[src/rtl/hit_cluster_demarcation_top_macros.svh]
// Assertion macros shared by the cluster demarcation RTL.
// Included by the modules that carry concurrent checks; no other dependencies.
`ifndef HIT_CLUSTER_DEMARCATION_TOP_MACROS_SVH
`define HIT_CLUSTER_DEMARCATION_TOP_MACROS_SVH

// Same-cycle implication, disabled during reset.
`define HCD_ASSERT_IMPLY(label, clk, rstn, ante, cons) \
    label: assert property (@(posedge clk) disable iff (!rstn) (ante) |-> (cons)) \
        else $error("same-cycle implication check failed");

// Next-cycle implication, disabled during reset.
`define HCD_ASSERT_NEXT(label, clk, rstn, ante, cons) \
    label: assert property (@(posedge clk) disable iff (!rstn) (ante) |=> (cons)) \
        else $error("next-cycle implication check failed");

`endif

[src/rtl/hcd_pkg.sv]
// Package for the cluster demarcation block: types, register indexes and reset values.
// Has no dependencies; imported by every RTL module of the block.
package hcd_pkg;

    localparam int CFG_W    = 16;
    localparam int REGION_W = 16;
    localparam int CFG_IDX_W = 2;

    localparam logic [CFG_IDX_W-1:0] CFG_MAX_GAP     = 2'd0;
    localparam logic [CFG_IDX_W-1:0] CFG_MIN_CLUSTER = 2'd1;
    localparam logic [CFG_IDX_W-1:0] CFG_MIN_SPAN    = 2'd2;

    localparam logic [CFG_W-1:0] MAX_GAP_RESET     = 16'd10;
    localparam logic [CFG_W-1:0] MIN_CLUSTER_RESET = 16'd15;
    localparam logic [CFG_W-1:0] MIN_SPAN_RESET    = 16'd15;

    typedef enum logic [1:0] {
        STATUS_FOUND      = 2'd0,
        STATUS_NO_HITS    = 2'd1,
        STATUS_NO_CLUSTER = 2'd2,
        STATUS_SHORT_SPAN = 2'd3
    } status_t;

    typedef struct packed {
        logic hit;
        logic last;
    } item_t;

    typedef struct packed {
        logic [CFG_W-1:0] max_gap;
        logic [CFG_W-1:0] min_cluster_size;
        logic [CFG_W-1:0] min_span;
    } cfg_t;

    typedef struct packed {
        logic any_hit;
        logic have;
    } summary_t;

endpackage

[src/rtl/hcd_in_stage.sv]
// Input register of the cluster demarcation block: holds one match flag transfer.
// Depends on hcd_pkg.
module hcd_in_stage
    import hcd_pkg::*;
(
    input  logic  aclk,
    input  logic  aresetn,
    input  logic  s_valid,
    output logic  s_ready,
    input  logic  s_hit,
    input  logic  s_last,
    output logic  item_valid,
    output item_t item,
    input  logic  item_ready
);

    logic  valid_reg;
    logic  valid_next;
    item_t item_reg;

    assign s_ready    = !valid_reg || item_ready;
    assign valid_next = s_ready ? s_valid : valid_reg;

    always_ff @(posedge aclk) begin
        if (!aresetn) begin
            valid_reg <= 1'b0;
        end else begin
            valid_reg <= valid_next;
        end
    end

    always_ff @(posedge aclk) begin
        if (s_valid && s_ready) begin
            item_reg.hit  <= s_hit;
            item_reg.last <= s_last;
        end
    end

    assign item_valid = valid_reg;
    assign item       = item_reg;

endmodule

[src/rtl/hcd_cluster.sv]
// Cluster tracker: numbers positions, splits hits into clusters and latches a summary on last.
// Depends on hcd_pkg and the shared assertion macros.
`include "hit_cluster_demarcation_top_macros.svh"

module hcd_cluster
    import hcd_pkg::*;
#(
    parameter int POS_WIDTH = 16
) (
    input  logic                 aclk,
    input  logic                 aresetn,
    input  cfg_t                 cfg,
    input  logic                 item_valid,
    input  item_t                item,
    output logic                 item_ready,
    output logic                 sum_valid,
    output summary_t             sum,
    output logic [POS_WIDTH-1:0] sum_begin,
    output logic [POS_WIDTH-1:0] sum_final,
    input  logic                 sum_ready
);

    localparam int CMP_W = (POS_WIDTH > CFG_W) ? POS_WIDTH : CFG_W;
    localparam logic [POS_WIDTH-1:0] POS_MAX = '1;

    logic [POS_WIDTH-1:0] pos_count_reg, pos_count_next;
    logic                 any_hit_reg, any_hit_next;
    logic [POS_WIDTH-1:0] prev_hit_reg, prev_hit_next;
    logic [POS_WIDTH-1:0] cluster_size_reg, cluster_size_next;
    logic [POS_WIDTH-1:0] cluster_first_reg, cluster_first_next;
    logic                 found_start_reg, found_start_next;
    logic [POS_WIDTH-1:0] start_value_reg, start_value_next;
    logic [POS_WIDTH-1:0] end_value_reg, end_value_next;

    logic                 sum_valid_reg;
    summary_t             sum_reg, sum_next;
    logic [POS_WIDTH-1:0] sum_begin_reg, sum_begin_next;
    logic [POS_WIDTH-1:0] sum_final_reg, sum_final_next;

    logic                 sum_free;
    logic                 advance;
    logic [POS_WIDTH-1:0] gap;
    logic                 gap_big;
    logic                 closed_ok;
    logic                 final_ok;
    logic [POS_WIDTH-1:0] size_base;

    assign sum_free   = !sum_valid_reg || sum_ready;
    assign item_ready = !item.last || sum_free;
    assign advance    = item_valid && item_ready;

    assign gap       = pos_count_reg - prev_hit_reg;
    assign gap_big   = CMP_W'(gap) > CMP_W'(cfg.max_gap);
    assign closed_ok = (cluster_size_reg > POS_WIDTH'(1))
                    && (CMP_W'(cluster_size_reg) > CMP_W'(cfg.min_cluster_size));

    always_comb begin
        any_hit_next       = any_hit_reg;
        prev_hit_next      = prev_hit_reg;
        cluster_first_next = cluster_first_reg;
        found_start_next   = found_start_reg;
        start_value_next   = start_value_reg;
        end_value_next     = end_value_reg;
        size_base          = cluster_size_reg;
        cluster_size_next  = cluster_size_reg;
        if (item.hit) begin
            if (!any_hit_reg) begin
                cluster_first_next = pos_count_reg;
                size_base          = '0;
            end else if (gap_big) begin
                if (closed_ok) begin
                    if (!found_start_reg) begin
                        start_value_next = cluster_first_reg;
                        found_start_next = 1'b1;
                    end
                    end_value_next = prev_hit_reg;
                end
                size_base          = '0;
                cluster_first_next = pos_count_reg;
            end
            cluster_size_next = (size_base == POS_MAX) ? size_base : size_base + 1'b1;
            prev_hit_next     = pos_count_reg;
            any_hit_next      = 1'b1;
        end
        pos_count_next = (pos_count_reg == POS_MAX) ? pos_count_reg : pos_count_reg + 1'b1;
    end

    assign final_ok = CMP_W'(cluster_size_next) > CMP_W'(cfg.min_cluster_size);

    always_comb begin
        sum_next.any_hit = any_hit_next;
        sum_next.have    = any_hit_next && (final_ok || found_start_next);
        sum_begin_next   = '0;
        sum_final_next   = '0;
        if (sum_next.have) begin
            if (final_ok) begin
                sum_begin_next = found_start_next ? start_value_next : cluster_first_next;
                sum_final_next = prev_hit_next;
            end else begin
                sum_begin_next = start_value_next;
                sum_final_next = end_value_next;
            end
        end
    end

    always_ff @(posedge aclk) begin
        if (!aresetn) begin
            pos_count_reg     <= '0;
            any_hit_reg       <= 1'b0;
            prev_hit_reg      <= '0;
            cluster_size_reg  <= '0;
            cluster_first_reg <= '0;
            found_start_reg   <= 1'b0;
            start_value_reg   <= '0;
            end_value_reg     <= '0;
        end else if (advance) begin
            if (item.last) begin
                pos_count_reg     <= '0;
                any_hit_reg       <= 1'b0;
                prev_hit_reg      <= '0;
                cluster_size_reg  <= '0;
                cluster_first_reg <= '0;
                found_start_reg   <= 1'b0;
                start_value_reg   <= '0;
                end_value_reg     <= '0;
            end else begin
                pos_count_reg     <= pos_count_next;
                any_hit_reg       <= any_hit_next;
                prev_hit_reg      <= prev_hit_next;
                cluster_size_reg  <= cluster_size_next;
                cluster_first_reg <= cluster_first_next;
                found_start_reg   <= found_start_next;
                start_value_reg   <= start_value_next;
                end_value_reg     <= end_value_next;
            end
        end
    end

    always_ff @(posedge aclk) begin
        if (!aresetn) begin
            sum_valid_reg <= 1'b0;
        end else if (advance && item.last) begin
            sum_valid_reg <= 1'b1;
        end else if (sum_ready) begin
            sum_valid_reg <= 1'b0;
        end
    end

    always_ff @(posedge aclk) begin
        if (advance && item.last) begin
            sum_reg       <= sum_next;
            sum_begin_reg <= sum_begin_next;
            sum_final_reg <= sum_final_next;
        end
    end

    assign sum_valid = sum_valid_reg;
    assign sum       = sum_reg;
    assign sum_begin = sum_begin_reg;
    assign sum_final = sum_final_reg;

    `HCD_ASSERT_NEXT(a_pos_step, aclk, aresetn, advance && !item.last && (pos_count_reg != POS_MAX), pos_count_reg == $past(pos_count_reg) + 1'b1)
    `HCD_ASSERT_IMPLY(a_idle_clear, aclk, aresetn, !any_hit_reg, (cluster_size_reg == '0) && !found_start_reg)
    `HCD_ASSERT_IMPLY(a_found_order, aclk, aresetn, found_start_reg, start_value_reg <= end_value_reg)

endmodule

[src/rtl/hcd_result.sv]
// Result register: turns a sequence summary into status and region bounds.
// Depends on hcd_pkg and the shared assertion macros.
`include "hit_cluster_demarcation_top_macros.svh"

module hcd_result
    import hcd_pkg::*;
#(
    parameter int POS_WIDTH = 16
) (
    input  logic                 aclk,
    input  logic                 aresetn,
    input  logic [CFG_W-1:0]     min_span,
    input  logic                 sum_valid,
    input  summary_t             sum,
    input  logic [POS_WIDTH-1:0] sum_begin,
    input  logic [POS_WIDTH-1:0] sum_final,
    output logic                 sum_ready,
    output logic                 m_valid,
    input  logic                 m_ready,
    output logic [1:0]           m_status,
    output logic [REGION_W-1:0]  m_region_begin,
    output logic [REGION_W-1:0]  m_region_final
);

    localparam int CMP_W = (POS_WIDTH > CFG_W) ? POS_WIDTH : CFG_W;

    logic                m_valid_reg;
    status_t             status_reg, status_next;
    logic [REGION_W-1:0] begin_reg, begin_next;
    logic [REGION_W-1:0] final_reg, final_next;

    logic                 out_free;
    logic [POS_WIDTH-1:0] span;
    logic                 span_long;
    logic [CMP_W-1:0]     begin_ext;
    logic [CMP_W-1:0]     final_ext;

    assign out_free  = !m_valid_reg || m_ready;
    assign sum_ready = out_free;

    assign span      = sum_final - sum_begin;
    assign span_long = CMP_W'(span) > CMP_W'(min_span);
    assign begin_ext = CMP_W'(sum_begin);
    assign final_ext = CMP_W'(sum_final);

    always_comb begin
        begin_next = '0;
        final_next = '0;
        priority if (!sum.any_hit) begin
            status_next = STATUS_NO_HITS;
        end else if (!sum.have) begin
            status_next = STATUS_NO_CLUSTER;
        end else begin
            status_next = span_long ? STATUS_FOUND : STATUS_SHORT_SPAN;
            begin_next  = begin_ext[REGION_W-1:0];
            final_next  = final_ext[REGION_W-1:0];
        end
    end

    always_ff @(posedge aclk) begin
        if (!aresetn) begin
            m_valid_reg <= 1'b0;
        end else if (out_free) begin
            m_valid_reg <= sum_valid;
        end
    end

    always_ff @(posedge aclk) begin
        if (sum_valid && out_free) begin
            status_reg <= status_next;
            begin_reg  <= begin_next;
            final_reg  <= final_next;
        end
    end

    assign m_valid        = m_valid_reg;
    assign m_status       = status_reg;
    assign m_region_begin = begin_reg;
    assign m_region_final = final_reg;

    `HCD_ASSERT_IMPLY(a_empty_region, aclk, aresetn, m_valid_reg && ((status_reg == STATUS_NO_HITS) || (status_reg == STATUS_NO_CLUSTER)), (begin_reg == '0) && (final_reg == '0))
    `HCD_ASSERT_IMPLY(a_region_order, aclk, aresetn, m_valid_reg && (status_reg == STATUS_FOUND), begin_reg != final_reg)

endmodule

[src/rtl/hit_cluster_demarcation_top.sv]
// A result reaches m_valid via the input register, the tracker's summary register and the result register.
// Throughput: one match flag per cycle; every stage advances each cycle that m_ready allows.
// The figure is set by the cluster tracker, whose state updates once per position.
// Reset (aresetn low, synchronous): sequence state and valids clear at once, and the
// registers return to max_gap 10, min_cluster_size 15, min_span 15.
module hit_cluster_demarcation_top
    import hcd_pkg::*;
#(
    parameter int POS_WIDTH = 16
) (
    input  logic                 aclk,
    input  logic                 aresetn,
    input  logic                 s_valid,
    output logic                 s_ready,
    input  logic                 s_hit,
    input  logic                 s_last,
    output logic                 m_valid,
    input  logic                 m_ready,
    output logic [1:0]           m_status,
    output logic [REGION_W-1:0]  m_region_begin,
    output logic [REGION_W-1:0]  m_region_final,
    input  logic                 cfg_valid,
    output logic                 cfg_ready,
    input  logic [CFG_IDX_W-1:0] cfg_index,
    input  logic [CFG_W-1:0]     cfg_data
);

    cfg_t cfg_reg, cfg_next;

    logic                 item_valid;
    item_t                item;
    logic                 item_ready;
    logic                 sum_valid;
    summary_t             sum;
    logic [POS_WIDTH-1:0] sum_begin;
    logic [POS_WIDTH-1:0] sum_final;
    logic                 sum_ready;

    assign cfg_ready = 1'b1;

    always_comb begin
        cfg_next = cfg_reg;
        if (cfg_valid && cfg_ready) begin
            unique case (cfg_index)
                CFG_MAX_GAP:     cfg_next.max_gap          = cfg_data;
                CFG_MIN_CLUSTER: cfg_next.min_cluster_size = cfg_data;
                CFG_MIN_SPAN:    cfg_next.min_span         = cfg_data;
                default:         cfg_next = cfg_reg;
            endcase
        end
    end

    always_ff @(posedge aclk) begin
        if (!aresetn) begin
            cfg_reg.max_gap          <= MAX_GAP_RESET;
            cfg_reg.min_cluster_size <= MIN_CLUSTER_RESET;
            cfg_reg.min_span         <= MIN_SPAN_RESET;
        end else begin
            cfg_reg <= cfg_next;
        end
    end

    hcd_in_stage u_in_stage (
        .aclk       (aclk),
        .aresetn    (aresetn),
        .s_valid    (s_valid),
        .s_ready    (s_ready),
        .s_hit      (s_hit),
        .s_last     (s_last),
        .item_valid (item_valid),
        .item       (item),
        .item_ready (item_ready)
    );

    hcd_cluster #(
        .POS_WIDTH (POS_WIDTH)
    ) u_cluster (
        .aclk       (aclk),
        .aresetn    (aresetn),
        .cfg        (cfg_reg),
        .item_valid (item_valid),
        .item       (item),
        .item_ready (item_ready),
        .sum_valid  (sum_valid),
        .sum        (sum),
        .sum_begin  (sum_begin),
        .sum_final  (sum_final),
        .sum_ready  (sum_ready)
    );

    hcd_result #(
        .POS_WIDTH (POS_WIDTH)
    ) u_result (
        .aclk           (aclk),
        .aresetn        (aresetn),
        .min_span       (cfg_reg.min_span),
        .sum_valid      (sum_valid),
        .sum            (sum),
        .sum_begin      (sum_begin),
        .sum_final      (sum_final),
        .sum_ready      (sum_ready),
        .m_valid        (m_valid),
        .m_ready        (m_ready),
        .m_status       (m_status),
        .m_region_begin (m_region_begin),
        .m_region_final (m_region_final)
    );

endmodule
[config.mk]
export PLATFORM = sky130hd
export DESIGN_NAME = hit_cluster_demarcation_top
export DESIGN_NICKNAME = d
export VERILOG_FILES = /design/src/rtl/hcd_pkg.sv /design/src/rtl/hcd_in_stage.sv /design/src/rtl/hcd_cluster.sv /design/src/rtl/hcd_result.sv /design/src/rtl/hit_cluster_demarcation_top.sv
export VERILOG_INCLUDE_DIRS = /design/src /design/src/rtl
export SDC_FILE = /design/constraint.sdc
export NUM_CORES = 1
export LEC_CHECK = 0
export ABC_CLOCK_PERIOD_IN_PS = 10000
export BUFFER_PORTS_ARGS = -buffer_cell sky130_fd_sc_hd__buf_2
export CAP_MARGIN = 10
export CORE_MARGIN = 3
export CORE_UTILIZATION = 62
export CTS_CLUSTER_SIZE = 24
export DETAILED_ROUTE_END_ITERATION = 6
export HOLD_SLACK_MARGIN = 0.08
export PLACE_DENSITY = 0.87
export SYNTH_ARGS = -nofsm -noshare
export SYNTH_HDL_FRONTEND = slang
export SYNTH_SLANG_ARGS = --single-unit
[constraint.sdc]
create_clock -name aclk -period 10 [get_ports aclk]
set_input_delay 2 -clock aclk [delete_from_list [all_inputs] [get_ports aclk]]
set_output_delay 2 -clock aclk [all_outputs]
set_load 0.05 [all_outputs]
==> run_results.csv <==
group,metric,value,unit
sta,skew,0.0136,ns
critical_path,critPathLaunchType,"flip-flop",
yosys,postSynthAreaPerCell,9.32,um2
power,pwr-share-seq,47.9,%
final_layout,drive_above_1_share,10.4,%
sta,max_freq,110,MHz
cts,tritoncts.num_buffers,23,
sta,slew_headroom,16.3,%
drt,ant_nets,0,
critical_path,r2r_setup_slack,0.91,ns
yosys,syn_nets,1434,
power,vdd_drop_max,0.0000973,V
critical_path,slowest_delay,0.56,ns
placement,place_area,0.0128,mm2
yosys,synthCells,1311,
sta,period_needed,9.09,ns
cts,root_buffer,"clkbuf_16",
final_layout,layout_common_cells,"149 x dfxtp_1, 129 x nand2_1, 101 x inv_1, 96 x ha_1, 70 x edfxtp_1",
global_route,grt_usage,29.7,%
critical_path,critPathKind,"reg2reg",
die,dieArea,0.0214,mm2
critical_path,cp.arrival,9.28,ns
drt,route.detailed.drc,1,
critical_path,slowest_stage,"and3_1",
die,core_area,0.0190,mm2
placement,place.gp.congestion,0.915,
global_route,gr-total-overflow,0,
final_layout,final_nets,1463,
min_path,hold_path_depth,2,
drt,via_per_inst,6.62,
power,p_int,1.50,mW
cts,postCtsSetupBuffers,0,
sta,drv_slew,0,
drt,drt_iter0_markers,1246,
min_path,hold_class,"reg2reg",
yosys,yosysWarnings,0,
status,status,"finished, violations left",
drt,via_count,10700,
die,die_y,146,um
cts,cts_repair_resize_count,0,
final_layout,fill_cells,1425,
critical_path,reg2reg_depth,32,
power,power_frac_comb,8.6,%
power,swShare,24.1,%
sta,grt_setup_unrepaired,"false",
power,p_sw,0.474,mW
yosys,synth-seq-cells,219,
die,start_util,64.2,%
final_layout,largest_register_ff_count,48,
yosys,ys_seq_area_share,41.6,%
critical_path,rr_startpoint,"u_cluster.pos_count_reg[2]",
sta,tns,0,ns
global_route,antenna_found_initial,0,
critical_path,end_kind,"flip-flop",
power,p_per_area,146,mW/mm2
sta,finalSetupViolations,0,
sta,hold_viol_final,0,
sta,post-route-period-util,90.9,%
global_route,grt_pass1_vias,9968,
sta,hold_ws,0.473,ns
cts,cts.reportedPaths.clkPinSlew,0.06,ns
placement,io_buffers,60,
die,num_rows,50,
critical_path,path_max_fanout,32,
cts,cts_buffer_depth,3,
drt,wire_per_inst,20.6,um
yosys,synth_edf_count,70,
min_path,worstHoldStart,"cfg_reg[45]",
die,die_w,146,um
yosys,syn_area,0.0122,mm2
critical_path,rr_endpoint,"u_cluster.sum_begin[8]",
yosys,synth_ff_type,"dfxtp_1",
yosys,synthDistinctLibCells,70,
critical_path,worstPathRequired,10.19,ns
job,max-cap-violations,0,
cts,holdBufCountCts,0,
power,pwr-share-clk,43.5,%
global_route,grt_max_degree,107,
drt,first_pass_iters,7,
cts,cts_tree,"yes",
final_layout,design_area,0.0135,mm2
final_layout,final_common_cell,"dfxtp_1",
critical_path,crit_path_frequent_cell,"ha_1",
die,num_io_pins,62,
min_path,whs_endpoint,"cfg_reg[45]",
sta,tightest_slew,1.25,ns
global_route,grt_pass1_wl,51800,um
power,cellLeakagePower,5.25,nW
final_layout,n_antenna_cell,0,
cts,cts_htree_levels,1,
status,violations,"DRC",
cts,clock-sinks,219,
cts,clk_latency,0.51,ns
drt,wirelength,33300,um
placement,dp_hpwl,23100,um
yosys,ys_async_sr_fraction,0,%
final_layout,syn_to_final_growth,10.7,%
power,power,1.97,mW
[per-stage QoR]
step	cells	utilization, %	setup slack (ns)
6_report	1616	71.1	0.912
5_1_grt	1616	71.1	0.319
4_1_cts	1615	71.1	1.04
3_5_place_dp	1574	67.1	1.17
3_3_place_gp	1574	67.1	1.48
2_1_floorplan	1311	-	2.06
[power by group through the flow]
stage / clock, mW / combinational [mW] / sequential, mW
global route: 0.899 / 0.183 / 0.946
floorplan: 0 / 0.109 / 0.965
detailed placement: 0 / 0.164 / 0.963
global placement: 0 / 0.158 / 0.962
finish: 0.857 / 0.169 / 0.944
CTS: 0.859 / 0.165 / 0.944
[cells in the mapped netlist, types with 5 or more instances]
cell        n  area (um2)
a211o_1     6        52.6
a211oi_1   51         383
a21boi_0   45         338
a21o_1     22         165
a21oi_1    54         270
a22o_1     18         158
a22oi_1    16         120
a31oi_1    10        62.6
a32o_1     34         340
and2_1     10        62.6
and3_1     40         250
clkbuf_1   67         251
dfxtp_1   149        2980
edfxtp_1   70        2100
ha_1       96        1200
inv_1     101         379
mux2i_1    17         170
nand2_1   129         484
nand2b_1    5        31.3
nand3_1    29         145
nand4_1    22         138
nor2_1     51         191
nor2b_1    43         269
nor3_1     21         105
nor4_1      8        50.1
o211ai_1   12        90.1
o21a_1      9        67.6
o21ai_0    34         170
o31ai_1     7        52.6
o32ai_1    16         140
or2_2       6        37.5
or3_1       9        56.3
xnor2_1    23         201
xor2_1     18         158
[worst max path at each step]
stage | from | cells past startpoint | end | slack [ns]
floorplan | u_cluster.pos_count_reg[0] | 38 | u_cluster.sum_begin[11] | 2.06
global placement | u_cluster.pos_count_reg[2] | 32 | u_cluster.sum_begin[5] | 1.48
detailed placement | u_cluster.pos_count_reg[2] | 32 | u_cluster.sum_begin[1] | 1.17
CTS | u_cluster.pos_count_reg[2] | 32 | u_cluster.sum_begin[8] | 1.04
global route | u_cluster.pos_count_reg[2] | 32 | u_cluster.sum_begin[8] | 0.32
finish | u_cluster.pos_count_reg[2] | 32 | u_cluster.sum_begin[8] | 0.91
[final cells by class]
cell class / count / area [um2] / area share, %
clock inverter: 5 / 51.3 / 0.379
inverter: 101 / 379 / 2.80
tap: 260 / 325 / 2.40
timing repair buffer: 80 / 454 / 3.36
multi-input combinational: 915 / 6530 / 48.3
sequential: 219 / 5080 / 37.6
clock buffer: 36 / 706 / 5.22
[cells by family after synthesis]
group                      count (synthesis)  synth area share, %
and+or+nand+nor                          391                 16.1
AOI/OAI and AO/OA                        365                 21.9
DFF                                      219                 41.6
buffers and inverters                    177                 5.59
adders and majority gates                 98                 10.2
xor gates and xnor gates                  41                 2.94
muxes                                     19                 1.58
other                                      1               0.0307
[per-layer routing]
layer	track usage [%]	part of all wire, %
met5	0	0
met4	12.9	4.5
met2	48.6	46
met3	4.72	9.4
met1	39.1	40
[critical path: cells and delay by family, from the launching register on]
family,cells,cell delay (ns)
AO/OA/AOI/OAI,13,3.43
AND/OR/NAND/NOR,13,3.15
adder cells (fa/ha/maj),4,1.23
flip-flops,1,0.52
buffers and inverters,1,0.33
XOR/XNOR,1,0.09
Note: power is estimated with default switching activity, not from simulation.
